--- config.mk ---
export PLATFORM = sky130hd
export DESIGN_NAME = glonass_to_gps_time_unit
export DESIGN_NICKNAME = d
export VERILOG_FILES = /design/src/rtl/core/glt_pkg.sv /design/src/rtl/core/glt_days.sv /design/src/rtl/core/glt_div7.sv /design/src/rtl/core/glt_tow.sv /design/src/rtl/core/glonass_to_gps_time_unit.sv
export SDC_FILE = /design/constraint.sdc
export NUM_CORES = 1
export LEC_CHECK = 0
export BUFFER_PORTS_ARGS = -buffer_cell sky130_fd_sc_hd__clkbuf_2
export CAP_MARGIN = 10
export CORE_MARGIN = 3
export CORE_UTILIZATION = 24
export CTS_CLUSTER_SIZE = 8
export DETAILED_ROUTE_END_ITERATION = 16
export PLACE_DENSITY = 0.46
export SYNTH_ARGS = -nofsm -noshare
export SYNTH_HDL_FRONTEND = slang
export SYNTH_SLANG_ARGS = --single-unit
--- constraint.sdc ---
create_clock -name clk -period 12.7 [get_ports clk]
set_input_delay 3.81 -clock clk [delete_from_list [all_inputs] [get_ports clk]]
set_output_delay 3.81 -clock clk [all_outputs]
set_load 0.05 [all_outputs]
--- src/rtl/core/glt_pkg.sv ---
`timescale 1ns / 1ps
package glt_pkg;

  typedef struct packed {
    logic [10:0] day_in_period;
    logic [4:0]  period_number;
    logic [4:0]  hours;
    logic [5:0]  minutes;
    logic [5:0]  seconds_in;
  } glt_in_t;

  typedef struct packed {
    logic        valid_res;
    logic [12:0] week_number;
    logic [19:0] time_of_week;
  } glt_out_t;

  // Day count stage -> divide stage.
  typedef struct packed {
    logic        vld;
    logic        date_ok;
    logic [15:0] days;
    logic [16:0] tod;
  } glt_stg1_t;

  // Divide stage -> time-of-week stage.
  typedef struct packed {
    logic        vld;
    logic        date_ok;
    logic [15:0] days;
    logic [12:0] quot;
    logic [16:0] tod;
  } glt_stg2_t;

  localparam logic [5:0]  LEAP_SECONDS_RESET = 6'd18;
  localparam logic [10:0] DAY_MAX            = 11'd1461;
  localparam logic [10:0] DAYS_LEAP_YEAR     = 11'd366;
  localparam logic [4:0]  PERIOD_2100        = 5'd27;
  // Days from the GPS epoch to January 1 of 1996.
  localparam logic [15:0] DAYS_EPOCH_TO_1996 = 16'd5839;
  localparam logic [15:0] DAYS_PER_PERIOD    = 16'd1461;
  // floor(x / 7) = (x * RECIP7) >> RECIP7_SHIFT for x below 104857.
  localparam logic [16:0] RECIP7             = 17'd74899;
  localparam int          RECIP7_SHIFT       = 19;
  localparam logic [19:0] SECS_IN_DAY        = 20'd86400;
  localparam logic [16:0] SECS_IN_HOUR       = 17'd3600;
  localparam logic [16:0] SECS_IN_MINUTE     = 17'd60;
  localparam logic [19:0] MOSCOW_OFFSET_SECS = 20'd10800;
  localparam logic [19:0] SECS_IN_WEEK       = 20'd604800;

endpackage

--- src/rtl/core/glt_days.sv ---
`timescale 1ns / 1ps
module glt_days
  import glt_pkg::*;
(
  input  logic      clk,
  input  logic      rst_n,
  input  logic      in_beat,
  input  glt_in_t   in_data,
  output glt_stg1_t stg1
);

  glt_stg1_t stg1_r, stg1_nxt;
  logic [4:0] period_idx;
  logic       corr;

  always_comb begin
    period_idx = in_data.period_number - 5'd1;
    // 2100 is no leap year: drop one day from 2101 (day 367 of period 27) on.
    corr = (in_data.period_number > PERIOD_2100) ||
           ((in_data.period_number == PERIOD_2100) &&
            (in_data.day_in_period > DAYS_LEAP_YEAR));
    stg1_nxt.vld     = in_beat;
    stg1_nxt.date_ok = (in_data.period_number != 5'd0) &&
                       (in_data.day_in_period != 11'd0) &&
                       (in_data.day_in_period <= DAY_MAX);
    stg1_nxt.days    = DAYS_EPOCH_TO_1996 + 16'(period_idx) * DAYS_PER_PERIOD
                     + 16'(in_data.day_in_period) - 16'd1 - 16'(corr);
    stg1_nxt.tod     = 17'(in_data.hours) * SECS_IN_HOUR
                     + 17'(in_data.minutes) * SECS_IN_MINUTE
                     + 17'(in_data.seconds_in);
  end

  always_ff @(posedge clk) begin
    if (!rst_n) begin
      stg1_r.vld <= 1'b0;
    end else begin
      stg1_r.vld <= stg1_nxt.vld;
    end
    stg1_r.date_ok <= stg1_nxt.date_ok;
    stg1_r.days    <= stg1_nxt.days;
    stg1_r.tod     <= stg1_nxt.tod;
  end

  assign stg1 = stg1_r;

endmodule

--- src/rtl/core/glt_div7.sv ---
`timescale 1ns / 1ps
module glt_div7
  import glt_pkg::*;
(
  input  logic      clk,
  input  logic      rst_n,
  input  glt_stg1_t stg1,
  output glt_stg2_t stg2
);

  glt_stg2_t   stg2_r, stg2_nxt;
  logic [32:0] prod;

  always_comb begin
    prod = 33'(stg1.days) * 33'(RECIP7);
    stg2_nxt.vld     = stg1.vld;
    stg2_nxt.date_ok = stg1.date_ok;
    stg2_nxt.days    = stg1.days;
    stg2_nxt.quot    = prod[RECIP7_SHIFT +: 13];
    stg2_nxt.tod     = stg1.tod;
  end

  always_ff @(posedge clk) begin
    if (!rst_n) begin
      stg2_r.vld <= 1'b0;
    end else begin
      stg2_r.vld <= stg2_nxt.vld;
    end
    stg2_r.date_ok <= stg2_nxt.date_ok;
    stg2_r.days    <= stg2_nxt.days;
    stg2_r.quot    <= stg2_nxt.quot;
    stg2_r.tod     <= stg2_nxt.tod;
  end

  assign stg2 = stg2_r;

endmodule

--- src/rtl/core/glt_tow.sv ---
`timescale 1ns / 1ps
module glt_tow
  import glt_pkg::*;
(
  input  logic      clk,
  input  logic      rst_n,
  input  glt_stg2_t stg2,
  input  logic [5:0] leap_seconds,
  output logic      out_strobe,
  output glt_out_t  out_data
);

  logic        strobe_r, strobe_nxt;
  glt_out_t    data_r, data_nxt;
  logic [15:0] rem_full;
  logic [2:0]  dow;
  logic [19:0] sum;

  always_comb begin
    rem_full = stg2.days - ({stg2.quot, 3'b000} - 16'(stg2.quot));
    dow      = rem_full[2:0];
    sum      = 20'(leap_seconds) + 20'(dow) * SECS_IN_DAY + 20'(stg2.tod);
    strobe_nxt = stg2.vld;
    data_nxt   = '0;
    if (stg2.date_ok) begin
      data_nxt.valid_res = 1'b1;
      // Remove the Moscow offset and wrap into one week.
      priority if (sum < MOSCOW_OFFSET_SECS) begin
        data_nxt.time_of_week = sum + SECS_IN_WEEK - MOSCOW_OFFSET_SECS;
        data_nxt.week_number  = stg2.quot - 13'd1;
      end else if (sum >= SECS_IN_WEEK + MOSCOW_OFFSET_SECS) begin
        data_nxt.time_of_week = sum - SECS_IN_WEEK - MOSCOW_OFFSET_SECS;
        data_nxt.week_number  = stg2.quot + 13'd1;
      end else begin
        data_nxt.time_of_week = sum - MOSCOW_OFFSET_SECS;
        data_nxt.week_number  = stg2.quot;
      end
    end
  end

  always_ff @(posedge clk) begin
    if (!rst_n) begin
      strobe_r <= 1'b0;
    end else begin
      strobe_r <= strobe_nxt;
    end
    data_r <= data_nxt;
  end

  assign out_strobe = strobe_r;
  assign out_data   = data_r;

endmodule

--- src/rtl/core/glonass_to_gps_time_unit.sv ---
`timescale 1ns / 1ps
// GLONASS date and Moscow time of day to GPS week and time of week.
//
// Input channel: drive in_data and pulse start; a beat is taken at every
// rising edge with start high and busy low. busy stays low, so a new beat
// can be offered in every cycle.
// Result channel: each beat yields one result on out_data, shown for exactly
// one cycle with out_strobe high, after the beat has passed the register stages.
// Results leave in the order the beats came in. The receiver cannot stall;
// it must take each result in the cycle it is shown.
// Throughput: one beat per cycle. The pipeline holds three
// register stages (day count, divide by seven, time-of-week assembly).
// Configuration: cfg_wr_en writes cfg_wr_data into the leap-second register
// at the clock edge; write it only while no beat is in flight.
// Reset (rst_n low, synchronous): flush the pipeline so no result is shown,
// and load the leap-second register with 18.
// An out-of-range date gives valid_res low with zero week and time of week.
module glonass_to_gps_time_unit
  import glt_pkg::*;
(
  input  logic       clk,
  input  logic       rst_n,
  input  logic       start,
  output logic       busy,
  input  glt_in_t    in_data,
  output logic       out_strobe,
  output glt_out_t   out_data,
  input  logic       cfg_wr_en,
  input  logic [5:0] cfg_wr_data
);

  logic       in_beat;
  logic [5:0] leap_r, leap_nxt;
  glt_stg1_t  stg1;
  glt_stg2_t  stg2;

  // Fully pipelined: never hold off the sender.
  assign busy    = 1'b0;
  assign in_beat = start && !busy;

  // Leap-second register: load on a config write, hold otherwise.
  always_comb begin
    leap_nxt = cfg_wr_en ? cfg_wr_data : leap_r;
  end

  always_ff @(posedge clk) begin
    if (!rst_n) begin
      leap_r <= LEAP_SECONDS_RESET;
    end else begin
      leap_r <= leap_nxt;
    end
  end

  // Stage 1: check the date, count days since the GPS epoch, sum time of day.
  glt_days u_days (
    .clk     (clk),
    .rst_n   (rst_n),
    .in_beat (in_beat),
    .in_data (in_data),
    .stg1    (stg1)
  );

  // Stage 2: week number by reciprocal multiply.
  glt_div7 u_div7 (
    .clk   (clk),
    .rst_n (rst_n),
    .stg1  (stg1),
    .stg2  (stg2)
  );

  // Stage 3: day of week, offsets and week wrap into the result register.
  glt_tow u_tow (
    .clk          (clk),
    .rst_n        (rst_n),
    .stg2         (stg2),
    .leap_seconds (leap_r),
    .out_strobe   (out_strobe),
    .out_data     (out_data)
  );

endmodule

==> out/qor.csv, run 1 <==
metric,value,unit
status,finished clean,
"slowest stage delay, CP",0.54,ns
DRT Wirelength,23000,µm
xor/xnor share of the synthesized area,6.82,%
top cell family by delay on the critical path,adder cells,
Slew @ Worst Pin,0.858,ns
GRT overflow,0,
critical path cell sequence,"clkbuf_2, inv_1, ha_1, xor2_1, ha_1, fa_1, inv_1, fa_1, fa_1, inv_1, ha_1, a21oi_1, o21ai_0, a21oi_1, o21bai_1, a2111o_1, a31o_2, a21oi_1, xnor2_1",
post-synthesis register bit count,111,
Synth top area share,26.0,%
startpoint types,input port,
CTS Hold Buffers Added,0,
# DRC,0,
post-synth cell types,87,
Detail Route Antenna Nets,0,
H-tree Lvls,3,
Post-synth EDFFs,0,
simple-gate share of the synthesized area,10.1,%
Post-synth ARST share,0,%
register area share after synthesis,19.5,%
busiest grt layer,met2,
max-cap viol count,0,
mapped cell area,0.0114,mm²
Slew headroom,42.6,%
Final Hold Violating Endpoints,0,
reg2reg setup slack,6.59,ns
grt met1 use,13.8,%
mux contribution to synthesized area,0.910,%
Setup TNS Final,0,ns
floorplan row count,79,
CTS tree,yes,
Synth area leader,ha_1,
CTS clock-pin slew for the worst setup and hold paths,0.08,ns
most common cell in the synthesized netlist,ha_1,
Filler cells,5007,
Fin Clk Skew,0.0137,ns
Crit path buffers/inverters,4,
TritonRoute pass-1 iters,4,
most frequent cells after synthesis,"ha_1 (237), inv_1 (203), dfxtp_1 (111)",
final cycle utilization of the critical path,66.8,%
Post-Syn Nets,1561,
GP Congestion,0.799,
Worst path slowest cell,fa_1,
global-route wire length before repair,40300,µm
clk buf depth,2,
layout cells sized above 1,10.7,%
Worst Hold Margin,0.312,ns
f_max,0.118,GHz
"top cells by area, synth","ha_1 (26%), dfxtp_1 (19%), fa_1 (15%), inv_1 (6.7%), xnor2_1 (5.0%)",
layout overhead on the synthesized area,12.3,%
Port-buffer cells,77,
Initial Util,24.4,%
"Top FF cell, synth",dfxtp_1,
nets,1639,
worst path arrival time,8.77,ns
post-layout min period,8.48,ns
clk sinks,111,
Post-CTS Setup Inserts,0,
clk root buf,clkbuf_16,
CTS resizes,0,
largest net degree at the start of global routing,23,
die area,0.0502,mm²
per-cell routed wire length,12.2,µm
synth warn,0,
Compound-Gate Fraction of Synth Area,14.6,%
M3 GR Usage,1.98,%
setup ws final,4.22,ns
Final Setup Violations,0,
WS Path Type,in -> reg,
total CTS buffers,9,
vias per inst,4.28,
HPWL Detailed,20000,µm
number of global-route vias before repair,8365,
ant diodes,0,
I/O pin count,79,
largest family of logic cells by synthesized area,adder cells,
adder-cell share of the synthesized area,40.9,%
CP required,12.99,ns
Worst Hold Class,reg -> reg,
pre-CTS setup slack,3.81,ns
Slew Limit Fails,0,
core area,0.0468,mm²
initial antenna violation count,2,
cell count after synthesis,1196,
unrepaired setup endpoints after global routing,false,
met2 Usage GRT,15.1,%
worst skew pair latency,0.37,ns
die height,224,µm
Max Fanout on Critical Path,7,
Die W,224,µm
GRT Total Usage,9.65,%
crit path capture type,register,
average size of a mapped cell,9.54,µm²
vias after detailed routing,8068,
DR iter-0 viols,271,
==> placed cells by master, fill, tap and decap left out, drive strengths merged, types with 34 or more instances in the layout <==
cell,instances
inv,207
fa,85
a21oi,65
o21ai,37
dfxtp,111
nor2,68
nand2,34
clkbuf,86
ha,237
xnor2,67
==> routing by layer <==
metal / up-vias / routed length (µm) / part of all wire, %
li1: 4238 / - / -
met3: 18 / 634 / 2.8
met5: - / 21 / 0.091
met4: 4 / 215 / 0.93
met2: 74 / 9750 / 42
met1: 3734 / 12400 / 54
==> state kept, by name, summed over array words and instances, names as in the netlist <==
| signal | count |
|---|---|
| u_div7.stg2 | 35 |
| leap_r | 6 |
| u_tow.out_data | 34 |
| u_tow.out_strobe | 1 |
| u_days.stg1 | 35 |
==> stage by stage <==
stage                     std cells  utilization [%]  area [µm²]
after global placement         1870             26.8       12500
final                          1886             27.4       12800
after floorplan                1196                -       11400
after global routing           1886             27.4       12800
after detailed placement       1870             26.8       12500
after CTS                      1886             27.4       12800
==> cells by family after synthesis <==
group | after synthesis
fa+ha+maj | 322
mux | 9
xor+xnor | 85
compound gates | 231
other cells | 1
buf+inv | 214
simple gates | 223
flops | 111
==> cell type report <==
| type | instances | area [µm²] | share of cell area, % |
|---|---|---|---|
| multi-input combinational | 871 | 8370 | 65.4 |
| timing repair buffer | 78 | 393 | 3.07 |
| tap | 607 | 759 | 5.93 |
| clock inverter | 7 | 75.1 | 0.586 |
| inverter | 203 | 762 | 5.95 |
| clock buffer | 9 | 225 | 1.76 |
| sequential | 111 | 2220 | 17.3 |
==> worst paths after layout <==
kind | startpoint | end | cells after the start
max | in_data[17] | u_days.stg1[32] | 19
min | u_days.stg1[14] | u_div7.stg2[14] | 0
max reg2reg | u_days.stg1[31] | u_div7.stg2[29] | 22
min reg2reg | u_days.stg1[14] | u_div7.stg2[14] | 0
Power of run 1 is left out: the tool's default activity adds up to more than one toggle a clock period on the data nets, which glitch-free logic cannot reach.
==> inputs of run 2 (changes only) <==
--- a/config.mk
+++ b/config.mk
@@ -11,7 +11,7 @@
 export CORE_UTILIZATION = 24
 export CTS_CLUSTER_SIZE = 8
 export DETAILED_ROUTE_END_ITERATION = 16
-export PLACE_DENSITY = 0.46
+export PLACE_DENSITY = 0.47
 export SYNTH_ARGS = -nofsm -noshare
 export SYNTH_HDL_FRONTEND = slang
 export SYNTH_SLANG_ARGS = --single-unit
==> constraint.sdc (replaced) <==
create_clock -name clk -period 7.5 [get_ports clk]
set_input_delay 2.25 -clock clk [delete_from_list [all_inputs] [get_ports clk]]
set_output_delay 2.25 -clock clk [all_outputs]
set_load 0.05 [all_outputs]
==> out/qor.csv, run 2 (synthesized netlist as in run 1, its figures left out) <==
metric,value,unit,change
status,finished clean,,unchanged
Hold Crit Endpoint,u_div7.stg2[16],,was u_div7.stg2[14]
post-layout min period,6.84,ns,
Crit path buffers/inverters,5,,was 4
WS Path Type,in -> reg,,unchanged
worst path arrival time,7.14,ns,was 8.77 ns
Worst path slowest cell,fa_1,,unchanged
Non-Filler Instances,1887,,"was 1,886"
largest net degree at the start of global routing,23,,unchanged
Fin Clk Skew,0.0120,ns,was 0.0137 ns
Setup TNS Final,0,ns,unchanged
total CTS buffers,9,,unchanged
"slowest stage delay, CP",0.54,ns,about the same
reg2reg end,u_div7.stg2[29],,unchanged
layout cells sized above 1,10.8,%,was 10.7%
reg2reg setup slack,1.39,ns,was 6.59 ns
initial antenna violation count,0,,was 2
CP dominant cell by count,inv_1,,
Reg-to-Reg Start,u_days.stg1[31],,unchanged
TritonRoute pass-1 iters,4,,unchanged
Slew headroom,46.7,%,was 42.6%
crit path capture type,register,,unchanged
die area,0.0502,mm²,unchanged
CTS resizes,0,,unchanged
Final Hold Violating Endpoints,0,,unchanged
most frequent cells in the layout,"ha_1 (237), inv_1 (203), dfxtp_1 (111)",,unchanged
DR iter-0 viols,325,,was 271
HPWL Detailed,19900,µm,"was 20,000 µm"
ant diodes,0,,unchanged
GRT overflow,0,,unchanged
CTS clock-pin slew for the worst setup and hold paths,0.08,ns,about the same
max-cap viol count,0,,unchanged
die height,224,µm,unchanged
final cycle utilization of the critical path,91.1,%,
Final Setup Violations,0,,unchanged
GP Congestion,0.800,,was 0.799
H-tree Lvls,3,,unchanged
Post-CTS Setup Inserts,0,,unchanged
vias after detailed routing,8094,,"was 8,068"
global-route wire length before repair,39700,µm,"was 40,300 µm"
GRT Total Usage,9.51,%,was 9.65%
Die W,224,µm,unchanged
worst skew pair latency,0.37,ns,about the same
R2R cell count,22,,unchanged
"commonest non-fill, non-tap cell in the layout",ha_1,,unchanged
Post-Place Cells,1871,,"was 1,870"
Slew @ Worst Pin,0.796,ns,was 0.858 ns
clk buf depth,2,,unchanged
clk sinks,111,,unchanged
Slew Limit Fails,0,,unchanged
I/O pin count,79,,unchanged
Worst Hold Margin,0.320,ns,was 0.312 ns
critical path cell sequence,"clkbuf_2, inv_1, ha_1, nand2_1, xor2_1, inv_1, fa_1, inv_1, fa_1, fa_1, inv_1, ha_1, a21oi_1, o21ai_0, a21oi_1, o21bai_1, a2111o_1, a31o_2, a21oi_1, xnor2_1",,"was clkbuf_2, inv_1, ha_1, xor2_1, ha_1, fa_1, inv_1, fa_1, fa_1, inv_1, ha_1, a21oi_1, o21ai_0, a21oi_1, o21bai_1, a2111o_1, a31o_2, a21oi_1, xnor2_1"
per-cell routed wire length,12.1,µm,was 12.2 µm
DP Area,0.0125,mm²,about the same
Detail Route Antenna Nets,0,,unchanged
floorplan row count,79,,unchanged
vias per inst,4.29,,was 4.28
clk root buf,clkbuf_16,,unchanged
layout overhead on the synthesized area,12.4,%,was 12.3%
nets,1640,,"was 1,639"
top cell family by delay on the critical path,adder cells,,unchanged
worst hold path depth,0,,unchanged
CTS Hold Buffers Added,0,,unchanged
startpoint types,input port,,unchanged
Port-buffer cells,77,,unchanged
CTS tree,yes,,unchanged
cell area after layout,0.0128,mm²,about the same
HP Start,u_days.stg1[16],,was u_days.stg1[14]
Filler cells,4932,,"was 5,007"
DRT Wirelength,22800,µm,"was 23,000 µm"
unrepaired setup endpoints after global routing,false,,unchanged
Max Fanout on Critical Path,7,,unchanged
core area,0.0468,mm²,unchanged
CP required,7.81,ns,was 12.99 ns
f_max,0.146,GHz,
# DRC,0,,unchanged
number of global-route vias before repair,8222,,"was 8,365"
Worst Hold Class,reg -> reg,,unchanged
Initial Util,24.4,%,unchanged
## run 2: cell types whose count changed in the layout (fill, tap and decap cells not counted)
cell,previous run,this run
buf_4,1,2
clkinv_4,0,1
inv_6,3,2
## run 2: cell type report
class	instances	area (µm²)	area share [%]
clock buffers	9	225	1.76
clock inverters	7	75.1	0.586
inverters	203	762	5.95
multi-input cells	871	8370	65.3
flip-flops and latches	111	2220	17.3
well taps	607	759	5.93
repair buffers	79	400	3.12
## run 2: through the flow
step	utilization (%)	setup WS, ns
2_1_floorplan	-	0.759
3_3_place_gp	26.8	0.296
3_5_place_dp	26.8	0.250
4_1_cts	27.4	0.654
5_1_grt	27.4	0.226
6_report	27.4	0.665
## run 2: worst max path at each step
stage	to	startpoint	slack (ns)	depth (start not counted)
after floorplan	u_days.stg1[32]	in_data[17]	0.76	18
after global placement	u_days.stg1[32]	in_data[17]	0.30	20
after detailed placement	u_days.stg1[32]	in_data[17]	0.25	20
after CTS	u_days.stg1[32]	in_data[17]	0.65	20
after global routing	u_days.stg1[31]	in_data[17]	0.23	21
final	u_days.stg1[32]	in_data[17]	0.66	20
## run 2: worst reg2reg max path, delay by kind of cell (launching register included)
family,cells,cell delay [ns]
AND/OR/NAND/NOR,1,0.30
flip-flops,1,0.46
AO/OA/AOI/OAI,10,2.10
buffers and inverters,4,0.23
adder cells (fa/ha/maj),7,2.88
## run 2: metal layers
metal	global-route usage [%]	wire length, µm
met5	0	0
met3	1.65	799
met1	13.6	12000
met2	14.9	9770
met4	2.33	268
Power of run 2 is left out for the same reason.
==> inputs of run 3 (changes only) <==
--- a/config.mk
+++ b/config.mk
@@ -5,13 +5,16 @@
 export SDC_FILE = /design/constraint.sdc
 export NUM_CORES = 1
 export LEC_CHECK = 0
+export ABC_AREA = 1
 export BUFFER_PORTS_ARGS = -buffer_cell sky130_fd_sc_hd__clkbuf_2
 export CAP_MARGIN = 10
+export CELL_PAD_IN_SITES_DETAIL_PLACEMENT = 0
+export CELL_PAD_IN_SITES_GLOBAL_PLACEMENT = 2
 export CORE_MARGIN = 3
 export CORE_UTILIZATION = 24
 export CTS_CLUSTER_SIZE = 8
 export DETAILED_ROUTE_END_ITERATION = 16
-export PLACE_DENSITY = 0.47
+export PLACE_DENSITY = 0.66
 export SYNTH_ARGS = -nofsm -noshare
 export SYNTH_HDL_FRONTEND = slang
 export SYNTH_SLANG_ARGS = --single-unit
==> out/qor.csv, run 3 <==
metric,value,unit,change
R2R cell count,19,,was 22
initial antenna violation count,0,,unchanged
HPWL Detailed,25500,µm,"was 19,900 µm"
Setup TNS Final,0,ns,unchanged
clk root buf,clkbuf_16,,unchanged
layout cells sized above 1,10.6,%,was 10.8%
number of global-route vias before repair,9872,,"was 8,222"
Die W,235,µm,was 224 µm
CP required,7.82,ns,was 7.81 ns
adder-cell share of the synthesized area,36.9,%,was 40.9%
I/O pin count,79,,unchanged
Slew @ Worst Pin,0.939,ns,was 0.796 ns
Non-Filler Instances,2388,,"was 1,887"
Reg-to-Reg Start,u_days.stg1[31],,unchanged
Worst Setup EP,u_days.stg1[31],,was u_days.stg1[32]
HP Start,u_days.stg1[12],,was u_days.stg1[16]
Filler cells,5713,,"was 4,932"
clk sinks,111,,unchanged
average size of a mapped cell,7.76,µm²,was 9.54 µm²
core area,0.0517,mm²,was 0.0468 mm²
most frequent cells after synthesis,"nand2_1 (332), inv_1 (307), ha_1 (237)",,"was ha_1 (237), inv_1 (203), dfxtp_1 (111)"
die area,0.0554,mm²,was 0.0502 mm²
Post-synth EDFFs,0,,unchanged
xor/xnor share of the synthesized area,5.96,%,was 6.82%
Post-Syn Nets,1992,,"was 1,561"
simple-gate share of the synthesized area,22.3,%,was 10.1%
Final Hold Violating Endpoints,0,,unchanged
die height,235,µm,was 224 µm
global-route wire length before repair,49900,µm,"was 39,700 µm"
Slew headroom,37.4,%,was 46.7%
Fin Clk Skew,0.00563,ns,was 0.0120 ns
Initial Util,24.4,%,about the same
CTS resizes,0,,unchanged
GRT overflow,0,,unchanged
post-synthesis register bit count,111,,unchanged
met2 Usage GRT,17.0,%,was 14.9%
Slew Limit Fails,0,,unchanged
mapped cell area,0.0126,mm²,was 0.0114 mm²
reg2reg setup slack,2.07,ns,was 1.39 ns
# DRC,0,,unchanged
layout overhead on the synthesized area,11.6,%,was 12.4%
cell area after layout,0.0141,mm²,was 0.0128 mm²
largest net degree at the start of global routing,24,,was 23
crit path capture type,register,,unchanged
DR iter-0 viols,323,,was 325
synth warn,0,,unchanged
cell count after synthesis,1627,,"was 1,196"
unrepaired setup endpoints after global routing,false,,unchanged
TritonRoute pass-1 iters,4,,unchanged
max-cap viol count,0,,unchanged
WS Path Type,in -> reg,,unchanged
grt met1 use,15.7,%,was 13.6%
f_max,0.153,GHz,was 0.146 GHz
Post-synth ARST share,0,%,unchanged
startpoint types,input port,,unchanged
Synth area leader,ha_1,,unchanged
Compound-Gate Fraction of Synth Area,6.73,%,was 14.6%
DP Area,0.0138,mm²,was 0.0125 mm²
CTS tree,yes,,unchanged
DRT Wirelength,29400,µm,"was 22,800 µm"
busiest grt layer,met2,,unchanged
CP startpoint,in_data[17],,unchanged
"top cells by area, synth","ha_1 (23%), dfxtp_1 (18%), fa_1 (13%), nand2_1 (9.9%), inv_1 (9.1%)",,"was ha_1 (26%), dfxtp_1 (19%), fa_1 (15%), inv_1 (6.7%), xnor2_1 (5.0%)"
Post-CTS Setup Inserts,0,,unchanged
Max Fanout on Critical Path,7,,unchanged
total CTS buffers,9,,unchanged
Synth top area share,23.5,%,was 26.0%
Detail Route Antenna Nets,0,,unchanged
floorplan row count,83,,was 79
vias per inst,4.12,,was 4.29
CTS Hold Buffers Added,0,,unchanged
"Top FF cell, synth",dfxtp_1,,unchanged
largest family of logic cells by synthesized area,adder cells,,unchanged
register area share after synthesis,17.6,%,was 19.5%
CTS clock-pin slew for the worst setup and hold paths,0.08,ns,about the same
worst skew pair latency,0.38,ns,was 0.37 ns
vias after detailed routing,9846,,"was 8,094"
clk buf depth,2,,unchanged
most common cell in the synthesized netlist,nand2_1,,was ha_1
nets,2068,,"was 1,640"
Port-buffer cells,77,,unchanged
reg2reg end,u_div7.stg2[28],,was u_div7.stg2[29]
mux contribution to synthesized area,0,%,was 0.910%
status,finished clean,,unchanged
ant diodes,0,,unchanged
"commonest non-fill, non-tap cell in the layout",nand2_1,,was ha_1
Post-Place Cells,2372,,"was 1,871"
per-cell routed wire length,12.3,µm,was 12.1 µm
worst path arrival time,6.85,ns,was 7.14 ns
GP Congestion,0.768,,was 0.800
post-layout min period,6.53,ns,was 6.84 ns
Worst Hold Class,reg -> reg,,unchanged
final cycle utilization of the critical path,87.0,%,was 91.1%
Final Setup Violations,0,,unchanged
M3 GR Usage,2.44,%,was 1.65%
most frequent cells in the layout,"nand2_1 (332), inv_1 (307), ha_1 (237)",,"was ha_1 (237), inv_1 (203), dfxtp_1 (111)"
post-synth cell types,44,,was 87
H-tree Lvls,3,,unchanged
GRT Total Usage,10.9,%,was 9.51%
-- run 3: how the worst min path moves through the flow --
stage,endpoint,slack [ns],cells after the start
after floorplan,u_div7.stg2[0],0.31,0
after global placement,u_div7.stg2[0],0.31,0
after detailed placement,u_div7.stg2[11],0.31,0
after CTS,u_div7.stg2[12],0.33,0
after global routing,u_div7.stg2[5],0.33,0
final,u_div7.stg2[12],0.32,0
-- run 3: stage by stage --
| step | hold slack (ns) | util, % | setup slack (ns) |
|---|---|---|---|
| detailed placement | 0.312 | 26.7 | 0.539 |
| CTS | 0.326 | 27.2 | 0.960 |
| finish | 0.325 | 27.2 | 0.973 |
| floorplan | 0.310 | - | 1.18 |
| global placement | 0.311 | 26.7 | 0.622 |
| global route | 0.330 | 27.2 | 0.592 |
-- run 3: worst max-delay path, stage by stage --
cell and delay (ns):
clkbuf_2 0.15, inv_1 0.17, ha_1 0.32, xnor2_1 0.37, inv_1 0.18, ha_1 0.38, fa_1 0.50, inv_1 0.06
fa_1 0.45, fa_1 0.51, inv_1 0.04, ha_1 0.35, nand2_1 0.10, a21oi_1 0.06, a211oi_1 0.15, o21ai_0 0.17
nand3_1 0.10, nand2_1 0.08, a21oi_1 0.14, nor2_1 0.05, nor2_1 0.11, xor2_1 0.14
-- run 3: cell type report --
cell class | count | area [µm²] | area share [%]
inverter | 325 | 1220 | 8.69
clock buffer | 10 | 229 | 1.63
tap | 680 | 851 | 6.04
timing repair buffer | 78 | 393 | 2.79
multi-input combinational | 1178 | 9090 | 64.5
sequential | 111 | 2220 | 15.8
clock inverter | 6 | 77.6 | 0.551
-- run 3: per-layer routing --
metal  routed length [µm]  part of all wire (%)
met5                    0                     0
met4                  244                  0.83
met3                 1010                   3.4
met2                12900                    44
met1                15300                    52
-- run 3: kinds of logic (layout without fill, tap and decap cells) --
family / after synthesis / count (layout)
AOI/OAI and AO/OA: 150 / 150
xor gates and xnor gates: 86 / 86
adders and majority gates: 322 / 322
buffers and inverters: 338 / 419
DFF: 111 / 111
other: 1 / 1
and+or+nand+nor: 619 / 619
Power of run 3 is left out for the same reason.
